$ cat src/design/cfb_pkg.sv
// ----------------------------------------------------------------------------
// cfb_pkg
// Shared types, constants and the byte-wide CRC-16/XMODEM update for the
// control frame builder.
// ----------------------------------------------------------------------------
`default_nettype none

package cfb_pkg;

  // frame layout: header, four data bytes, crc high, crc low
  localparam int unsigned BODY_LEN  = 5;
  localparam int unsigned FRAME_LEN = 7;
  localparam int unsigned IDX_W     = 3;

  typedef logic [IDX_W-1:0] idx_t;

  localparam idx_t CRC_HI_IDX = idx_t'(BODY_LEN);
  localparam idx_t CRC_LO_IDX = idx_t'(FRAME_LEN - 1);

  localparam logic [15:0] CRC_POLY = 16'h1021;
  localparam logic [15:0] CRC_INIT = 16'h0000;

  // one command as taken from the input channel
  typedef struct packed {
    logic [3:0]         channel;
    logic [3:0]         payload_type;
    logic signed [31:0] data_word;
  } cmd_t;

  // msb-first crc update over one byte, no augmentation needed
  function automatic logic [15:0] crc16_byte(input logic [15:0] crc,
                                             input logic [7:0]  data);
    logic [15:0] c;
    c = crc ^ {data, 8'h00};
    for (int i = 0; i < 8; i++) begin
      if (c[15]) begin
        c = {c[14:0], 1'b0} ^ CRC_POLY;
      end else begin
        c = {c[14:0], 1'b0};
      end
    end
    return c;
  endfunction

endpackage

`default_nettype wire

$ cat src/design/cfb_if.sv
// ----------------------------------------------------------------------------
// cfb_if
// Valid/ready channel interfaces for commands in and frame bytes out.
// ----------------------------------------------------------------------------
`default_nettype none

interface cfb_cmd_if;
  logic               valid;
  logic               ready;
  logic [3:0]         channel;
  logic [3:0]         payload_type;
  logic signed [31:0] data_word;

  modport source (output valid, output channel, output payload_type,
                  output data_word, input ready);
  modport sink   (input valid, input channel, input payload_type,
                  input data_word, output ready);
endinterface

interface cfb_frame_if;
  logic       valid;
  logic       ready;
  logic [7:0] frame_byte;
  logic       last_byte;

  modport source (output valid, output frame_byte, output last_byte,
                  input ready);
  modport sink   (input valid, input frame_byte, input last_byte,
                  output ready);
endinterface

`default_nettype wire

$ cat src/design/control_frame_builder_crc16_top.sv
// ----------------------------------------------------------------------------
// control_frame_builder_crc16_top
// Turns each command into a seven-byte frame protected by CRC-16/XMODEM.
// ----------------------------------------------------------------------------
// Each command transfer on cmd produces seven byte transfers on frame: the
// header {channel, payload_type}, data_word most significant byte first,
// then the crc high and low bytes, with last_byte set on the final one.
// One command is taken into an input register and then loaded into the
// serializer's byte registers, from which the first byte is sent. The
// byte-wide frame channel sets the rate, with the next command waiting in
// the input register while a frame drains. The crc is updated one byte per
// cycle as each body byte is sent, holding while frame.ready is low.
`default_nettype none

module control_frame_builder_crc16_top
  import cfb_pkg::*;
(
  input  wire logic   clk,
  input  wire logic   rst,
  cfb_cmd_if.sink     cmd,
  cfb_frame_if.source frame
);

  logic pend;
  cmd_t cmd_reg;
  logic load_ready;

  assign cmd.ready = !pend;

  // input register control
  always_ff @(posedge clk) begin
    if (rst) begin
      pend <= 1'b0;
    end else if (cmd.valid && !pend) begin
      pend <= 1'b1;
    end else if (load_ready) begin
      pend <= 1'b0;
    end
  end

  // input register payload
  always_ff @(posedge clk) begin
    if (cmd.valid && !pend) begin
      cmd_reg.channel      <= cmd.channel;
      cmd_reg.payload_type <= cmd.payload_type;
      cmd_reg.data_word    <= cmd.data_word;
    end
  end

  cfb_serializer u_ser (
    .clk        (clk),
    .rst        (rst),
    .load_valid (pend),
    .load_cmd   (cmd_reg),
    .load_ready (load_ready),
    .frame      (frame)
  );

endmodule

`default_nettype wire

$ cat src/design/cfb_serializer.sv
// ----------------------------------------------------------------------------
// cfb_serializer
// Holds one command frame and sends it a byte per transfer, updating the
// crc as each body byte leaves.
// ----------------------------------------------------------------------------
`default_nettype none

module cfb_serializer
  import cfb_pkg::*;
(
  input  wire logic  clk,
  input  wire logic  rst,
  input  wire logic  load_valid,
  input  wire cmd_t  load_cmd,
  output logic       load_ready,
  cfb_frame_if.source frame
);

  logic        busy;
  idx_t        idx;
  logic [7:0]  body [BODY_LEN];
  logic [15:0] crc;

  logic [7:0]  cur_byte;
  logic        is_last;
  logic        xfer;
  logic        load;

  // byte select for the current position
  always_comb begin
    case (idx)
      CRC_HI_IDX: cur_byte = crc[15:8];
      CRC_LO_IDX: cur_byte = crc[7:0];
      default:    cur_byte = body[idx];
    endcase
  end

  assign is_last          = (idx == CRC_LO_IDX);
  assign frame.valid      = busy;
  assign frame.frame_byte = cur_byte;
  assign frame.last_byte  = is_last;

  assign xfer       = busy && frame.ready;
  assign load_ready = !busy || (xfer && is_last);
  assign load       = load_valid && load_ready;

  // control state
  always_ff @(posedge clk) begin
    if (rst) begin
      busy <= 1'b0;
      idx  <= '0;
    end else if (load) begin
      busy <= 1'b1;
      idx  <= '0;
    end else if (xfer) begin
      idx <= idx + idx_t'(1);
      if (is_last) begin
        busy <= 1'b0;
      end
    end
  end

  // frame bytes and running crc
  always_ff @(posedge clk) begin
    if (load) begin
      body[0] <= {load_cmd.channel, load_cmd.payload_type};
      body[1] <= load_cmd.data_word[31:24];
      body[2] <= load_cmd.data_word[23:16];
      body[3] <= load_cmd.data_word[15:8];
      body[4] <= load_cmd.data_word[7:0];
      crc     <= CRC_INIT;
    end else if (xfer && (idx < CRC_HI_IDX)) begin
      crc <= crc16_byte(crc, cur_byte);
    end
  end

endmodule

`default_nettype wire
$ cat src/flat_wrapper.sv
// flat-port wrapper written by rule: the top's interface ports become plain ports
module control_frame_builder_crc16_top_flat import cfb_pkg::*;
  (clk, rst, cmd_valid, cmd_channel, cmd_payload_type, cmd_data_word, cmd_ready, frame_valid, frame_frame_byte, frame_last_byte, frame_ready);
  cfb_cmd_if cmd_i ();
  cfb_frame_if frame_i ();
  input  wire logic clk;
  input  wire logic rst;
  input wire logic [$bits(cmd_i.valid)-1:0] cmd_valid;
  input wire logic [$bits(cmd_i.channel)-1:0] cmd_channel;
  input wire logic [$bits(cmd_i.payload_type)-1:0] cmd_payload_type;
  input wire logic [$bits(cmd_i.data_word)-1:0] cmd_data_word;
  output wire logic [$bits(cmd_i.ready)-1:0] cmd_ready;
  output wire logic [$bits(frame_i.valid)-1:0] frame_valid;
  output wire logic [$bits(frame_i.frame_byte)-1:0] frame_frame_byte;
  output wire logic [$bits(frame_i.last_byte)-1:0] frame_last_byte;
  input wire logic [$bits(frame_i.ready)-1:0] frame_ready;
  assign cmd_i.valid = cmd_valid;
  assign cmd_i.channel = cmd_channel;
  assign cmd_i.payload_type = cmd_payload_type;
  assign cmd_i.data_word = cmd_data_word;
  assign cmd_ready = cmd_i.ready;
  assign frame_valid = frame_i.valid;
  assign frame_frame_byte = frame_i.frame_byte;
  assign frame_last_byte = frame_i.last_byte;
  assign frame_i.ready = frame_ready;
  control_frame_builder_crc16_top u_core (.clk(clk), .rst(rst), .cmd(cmd_i), .frame(frame_i));
endmodule
$ cat config.mk
export PLATFORM = sky130hd
export DESIGN_NAME = control_frame_builder_crc16_top_flat
export DESIGN_NICKNAME = d
export VERILOG_FILES = /design/src/design/cfb_pkg.sv /design/src/design/cfb_if.sv /design/src/design/control_frame_builder_crc16_top.sv /design/src/design/cfb_serializer.sv /design/src/flat_wrapper.sv
export SDC_FILE = /design/constraint.sdc
export NUM_CORES = 1
export LEC_CHECK = 0
export BUFFER_PORTS_ARGS = -buffer_cell sky130_fd_sc_hd__buf_2
export CAP_MARGIN = 20
export CORE_MARGIN = 4
export CORE_UTILIZATION = 45
export DETAILED_ROUTE_END_ITERATION = 10
export PLACE_DENSITY = 0.62
export SLEW_MARGIN = 10
export SYNTH_ARGS = -nofsm -noshare
export SYNTH_HDL_FRONTEND = slang
export SYNTH_SLANG_ARGS = --single-unit
$ cat constraint.sdc
create_clock -name clk -period 8.2 [get_ports clk]
set_input_delay 0.41 -clock clk [delete_from_list [all_inputs] [get_ports clk]]
set_output_delay 0.41 -clock clk [all_outputs]
set_load 0.05 [all_outputs]
* Yosys cells after proc, flatten, opt, wreduce, memory -nomap -nowiden
Memory sizes are Yosys's and may differ from the RTL's. A register that Yosys moved wholly into a read port is not among the register bits.
Index checks and enable logic that the tools add are counted.
Widths: inputs -> output; s select.
** Word-level totals
- Bits in registers :: 61
- Latch bits :: 0
- RAM bits :: 40
- Bits in read-only memories :: 0
- Bits of input ports :: 44
- Output and inout port bits :: 11
- Word-level logic and storage cells :: 66
- Memories :: 1
** Operators by class
- $add $sub $neg :: 1
- Multipliers :: 0
- Divide/modulo/power cells :: 0
- Order comparisons :: 1
- Eq/ne operators :: 2
- Shift operators :: 0
- Multiplexer cells :: 32
- Bitwise operators :: 9
- Reduce and logical (&&, ||, !) cells :: 13
** Memories
- u_core.u_ser.body :: depth 5, bits a word 8, read ports 1, clocked after memory_dff 1, write ports 5, RTL line cfb_serializer.sv:21 : logic [7:0] body [BODY_LEN];
** Operators by type and width (count)
- $mux 16 :: 14
- $mux 13 :: 8
- $not 3->3 :: 8
- $pmux 8 s2 :: 1
- $xor 16x16->16 :: 1
- $mux 1 :: 7
- $eq 3x3->1 const B :: 2
- $mux 3 :: 2
- $reduce_bool 2->1 :: 3
- $logic_and 1x1->1 :: 5
- $add 3x1->3 const B :: 1
- $lt 3x3->1 const B :: 1
- $logic_not 1->1 :: 2
- $reduce_and 2->1 :: 1
- $reduce_or 2->1 :: 1
- $logic_or 1x1->1 :: 1

* Depth between registers and ports, before layout
- Word-level depth :: 33
- Mapped depth :: 11
- Gate-level depth less buffers :: 9

* Cells and area by module
From an unflattened synthesis, not the netlist that was laid out.
** Second synthesis, totals
- Cells, all modules :: 278
- Area, all modules :: 4106.4 sq um
** By module, submodules not included
- cfb_serializer :: instances 1, cells each 233, area each 2861.5 sq um
- control_frame_builder_crc16_top :: instances 1, cells each 45, area each 1244.9 sq um

* Least setup slack after synthesis
Ideal clock, no wire load.
- Path type :: reg2reg
- Start point :: register u_core.u_ser.idx[0]
- End point :: memory u_core.u_ser.body[0][0] (enable)
- Data arrival time :: 3.046 ns
- Path slack :: 4.734 ns
- Stages on the path, launching flop included :: 10
- Buffers on the path :: 2
- Period minus slack after synthesis :: 3.466 ns
- Path through :: dfxtp_1 inv_1 ha_1 buf_2 and2_1 nand2_1 nand2_1 nand2_1 inv_1 buf_1
** RTL lines
- start, declared :: RTL line cfb_serializer.sv:20 : idx_t idx;
- start signal, assigned :: RTL line cfb_serializer.sv:56 : idx <= idx + idx_t'(1);
- end, declared :: RTL line cfb_serializer.sv:21

==> metrics.txt <==
# rows=35; pin count of the biggest net entering global routing=57; first-pass GRT wire length=12.0 mm; VDD IR max=0.000106 V; crit path capture type=primary output; Final setup violation count=0; Hold WC Path Type=input port to flip-flop; Layout Skew=0.0168 ns; final instance area=4800 µm²; DRT antenna net count=0; Worst EP arrival=2.42 ns; Final TNS setup=0 ns; DRC Markers=0; Final period util=0.345; IO buf count=54; Core Box Area=9200 µm²; htree depth=3; vias in the first global route=2395; Die Wd=105 µm; antenna violations before repair=0; Die Y=105 µm; Most used DFF post-synth=edfxtp_1; post-synthesis cell area=4220 µm²; Slew Viols, Final=0; total track usage=0.141; global placer's final weighted congestion=0.804; Synth Register Bits=104; Ys Warns=0; I/O Pins=55; Final Hold Fails=0; Cell variety after synth=50; Mapped Cells=280; Static Leak=1.79 nW; Num CTS Buffers=9; kind of critical path=flip-flop to primary output; Pwr per Cell Area=250 nW/µm²; fraction of layout cells with a size suffix above 1=0.279; Vias=2281; post-DR wirelength/cell=15.8 µm; Final nets=383; number of diodes=0; Async SR Flop Fraction=0; RSZ-0062 raised after global routing=false; CTS tree=yes; placed cell area=4560 µm²; run status=finished, final reports clean; clk_lat worst skew=0.36 ns; Worst Hold Depth=1; Synth Area per Inst=15.1 µm²; worst-path fanout max=16; Post-CTS Setup Bufs=0; relative slew slack=0.332; clock-pin slew on the worst setup and hold paths=0.10 ns; min-delay src=cmd_data_word[23]; Max-Cap Viols=0; Iter 0 DRT Violations=119; Tightest Pin Transition=1.00 ns; post-synthesis sequential area ratio=0.683; Layout area overhead=13.7%; Initial Util=0.459; die footprint=11000 µm²; root buffer cell=clkbuf_8; Tmin final=2.83 ns; GRT overflow=0; cell count of the worst reg-to-reg path=7; Startpoint Class=flip-flop; Syn Nets=327; vias per inst=5.05; Max Buffers Root-to-Sink=2; clk sinks=104; cts repair resizes=0; commonest non-fill, non-tap cells in the layout=edfxtp_1 (80), buf_2 (54), dfxtp_1 (24); DRT Pass-1 Iters=4; commonest non-fill, non-tap cell in the layout=edfxtp_1; Peak Freq=354 MHz; Post-synth EDFFs=80; Critical Path RT=7.79 ns; final wirelength=7.14 mm; placed wire-length estimate=4.67 mm; Post-CTS Hold Buffers=0
## metrics by stage
| stage | hold slack (ns) | power [mW] | std cells | util | setup slack [ns] |
|---|---|---|---|---|---|
| after floorplan | 0.400 | 0.843 | 280 | - | 4.73 |
| after global placement | 0.404 | 0.892 | 434 | 0.496 | 5.54 |
| after detailed placement | 0.405 | 0.896 | 434 | 0.496 | 5.42 |
| after CTS | 0.194 | 1.21 | 450 | 0.517 | 5.32 |
| after global routing | 0.183 | 1.26 | 452 | 0.522 | 5.16 |
| final | 0.214 | 1.20 | 452 | 0.522 | 5.37 |
## critical path, stage by stage, from the launching register on
cell	delay [ns]
dfxtp_1	1.00
mux2i_1	0.30
o221ai_1	0.18
a22oi_2	0.29
inv_1	0.07
buf_2	0.21
## Yosys cell counts (3+ instances only)
master | number | area [µm²]
a211oi_1 | 9 | 67.6
a21oi_1 | 4 | 20.0
a22o_1 | 9 | 78.8
and2_1 | 3 | 18.8
buf_2 | 4 | 20.0
buf_6 | 4 | 45.0
dfxtp_1 | 24 | 480
edfxtp_1 | 80 | 2400
ha_1 | 3 | 37.5
inv_1 | 7 | 26.3
mux2i_1 | 21 | 210
nand2_1 | 22 | 82.6
nand3_1 | 3 | 15.0
nor2_1 | 14 | 52.6
nor3_1 | 3 | 15.0
o21ai_0 | 7 | 35.0
o221ai_1 | 3 | 26.3
o221ai_2 | 3 | 45.0
or2_2 | 4 | 25.0
xnor2_1 | 11 | 96.3
xor2_1 | 7 | 61.3
## worst paths after layout
| kind | end | slack (ns) |
|---|---|---|
| worst max-delay path | frame_frame_byte[2] | 5.37 |
| worst min-delay path | u_core.cmd_reg[23] | 0.21 |
| worst max register to register | u_core.u_ser.crc[13] | 5.53 |
| worst min register to register | u_core.u_ser.body[2][0] | 0.41 |
## layout make-up
cell class / count / area (µm²)
Fill cell: 790 / 4400
Tap cell: 111 / 139
Multi-Input combinational cell: 157 / 1230
Clock buffer: 9 / 124
Clock inverter: 7 / 75.1
Sequential cell: 104 / 2880
Timing Repair Buffer: 57 / 318
Inverter: 7 / 26.3
## layer usage
metal,track usage,vias to the layer above,part of all wire
li1,-,1155,-
met1,0.182,1070,0.45
met2,0.226,46,0.48
met3,0.0334,10,0.044
met4,0.0619,0,0.022
met5,0,-,0
## logic make-up after synthesis
group,count (synthesis),share of synthesized area
AOI/OAI and AO/OA,49,0.0994
and+or+nand+nor,60,0.0706
xor gates and xnor gates,23,0.0593
buffers and inverters,19,0.0261
DFF,104,0.683
muxes,22,0.0525
adders and majority gates,3,0.00890
## report_power, final
group          switching, mW  total [mW]  leakage [nW]  internal, mW
Combinational          0.122       0.223         0.737         0.102
Sequential            0.0407       0.662         0.953         0.621
Clock                  0.172       0.316         0.104         0.144
Total                  0.334        1.20          1.79         0.867
(Power assumes the default switching activity.)
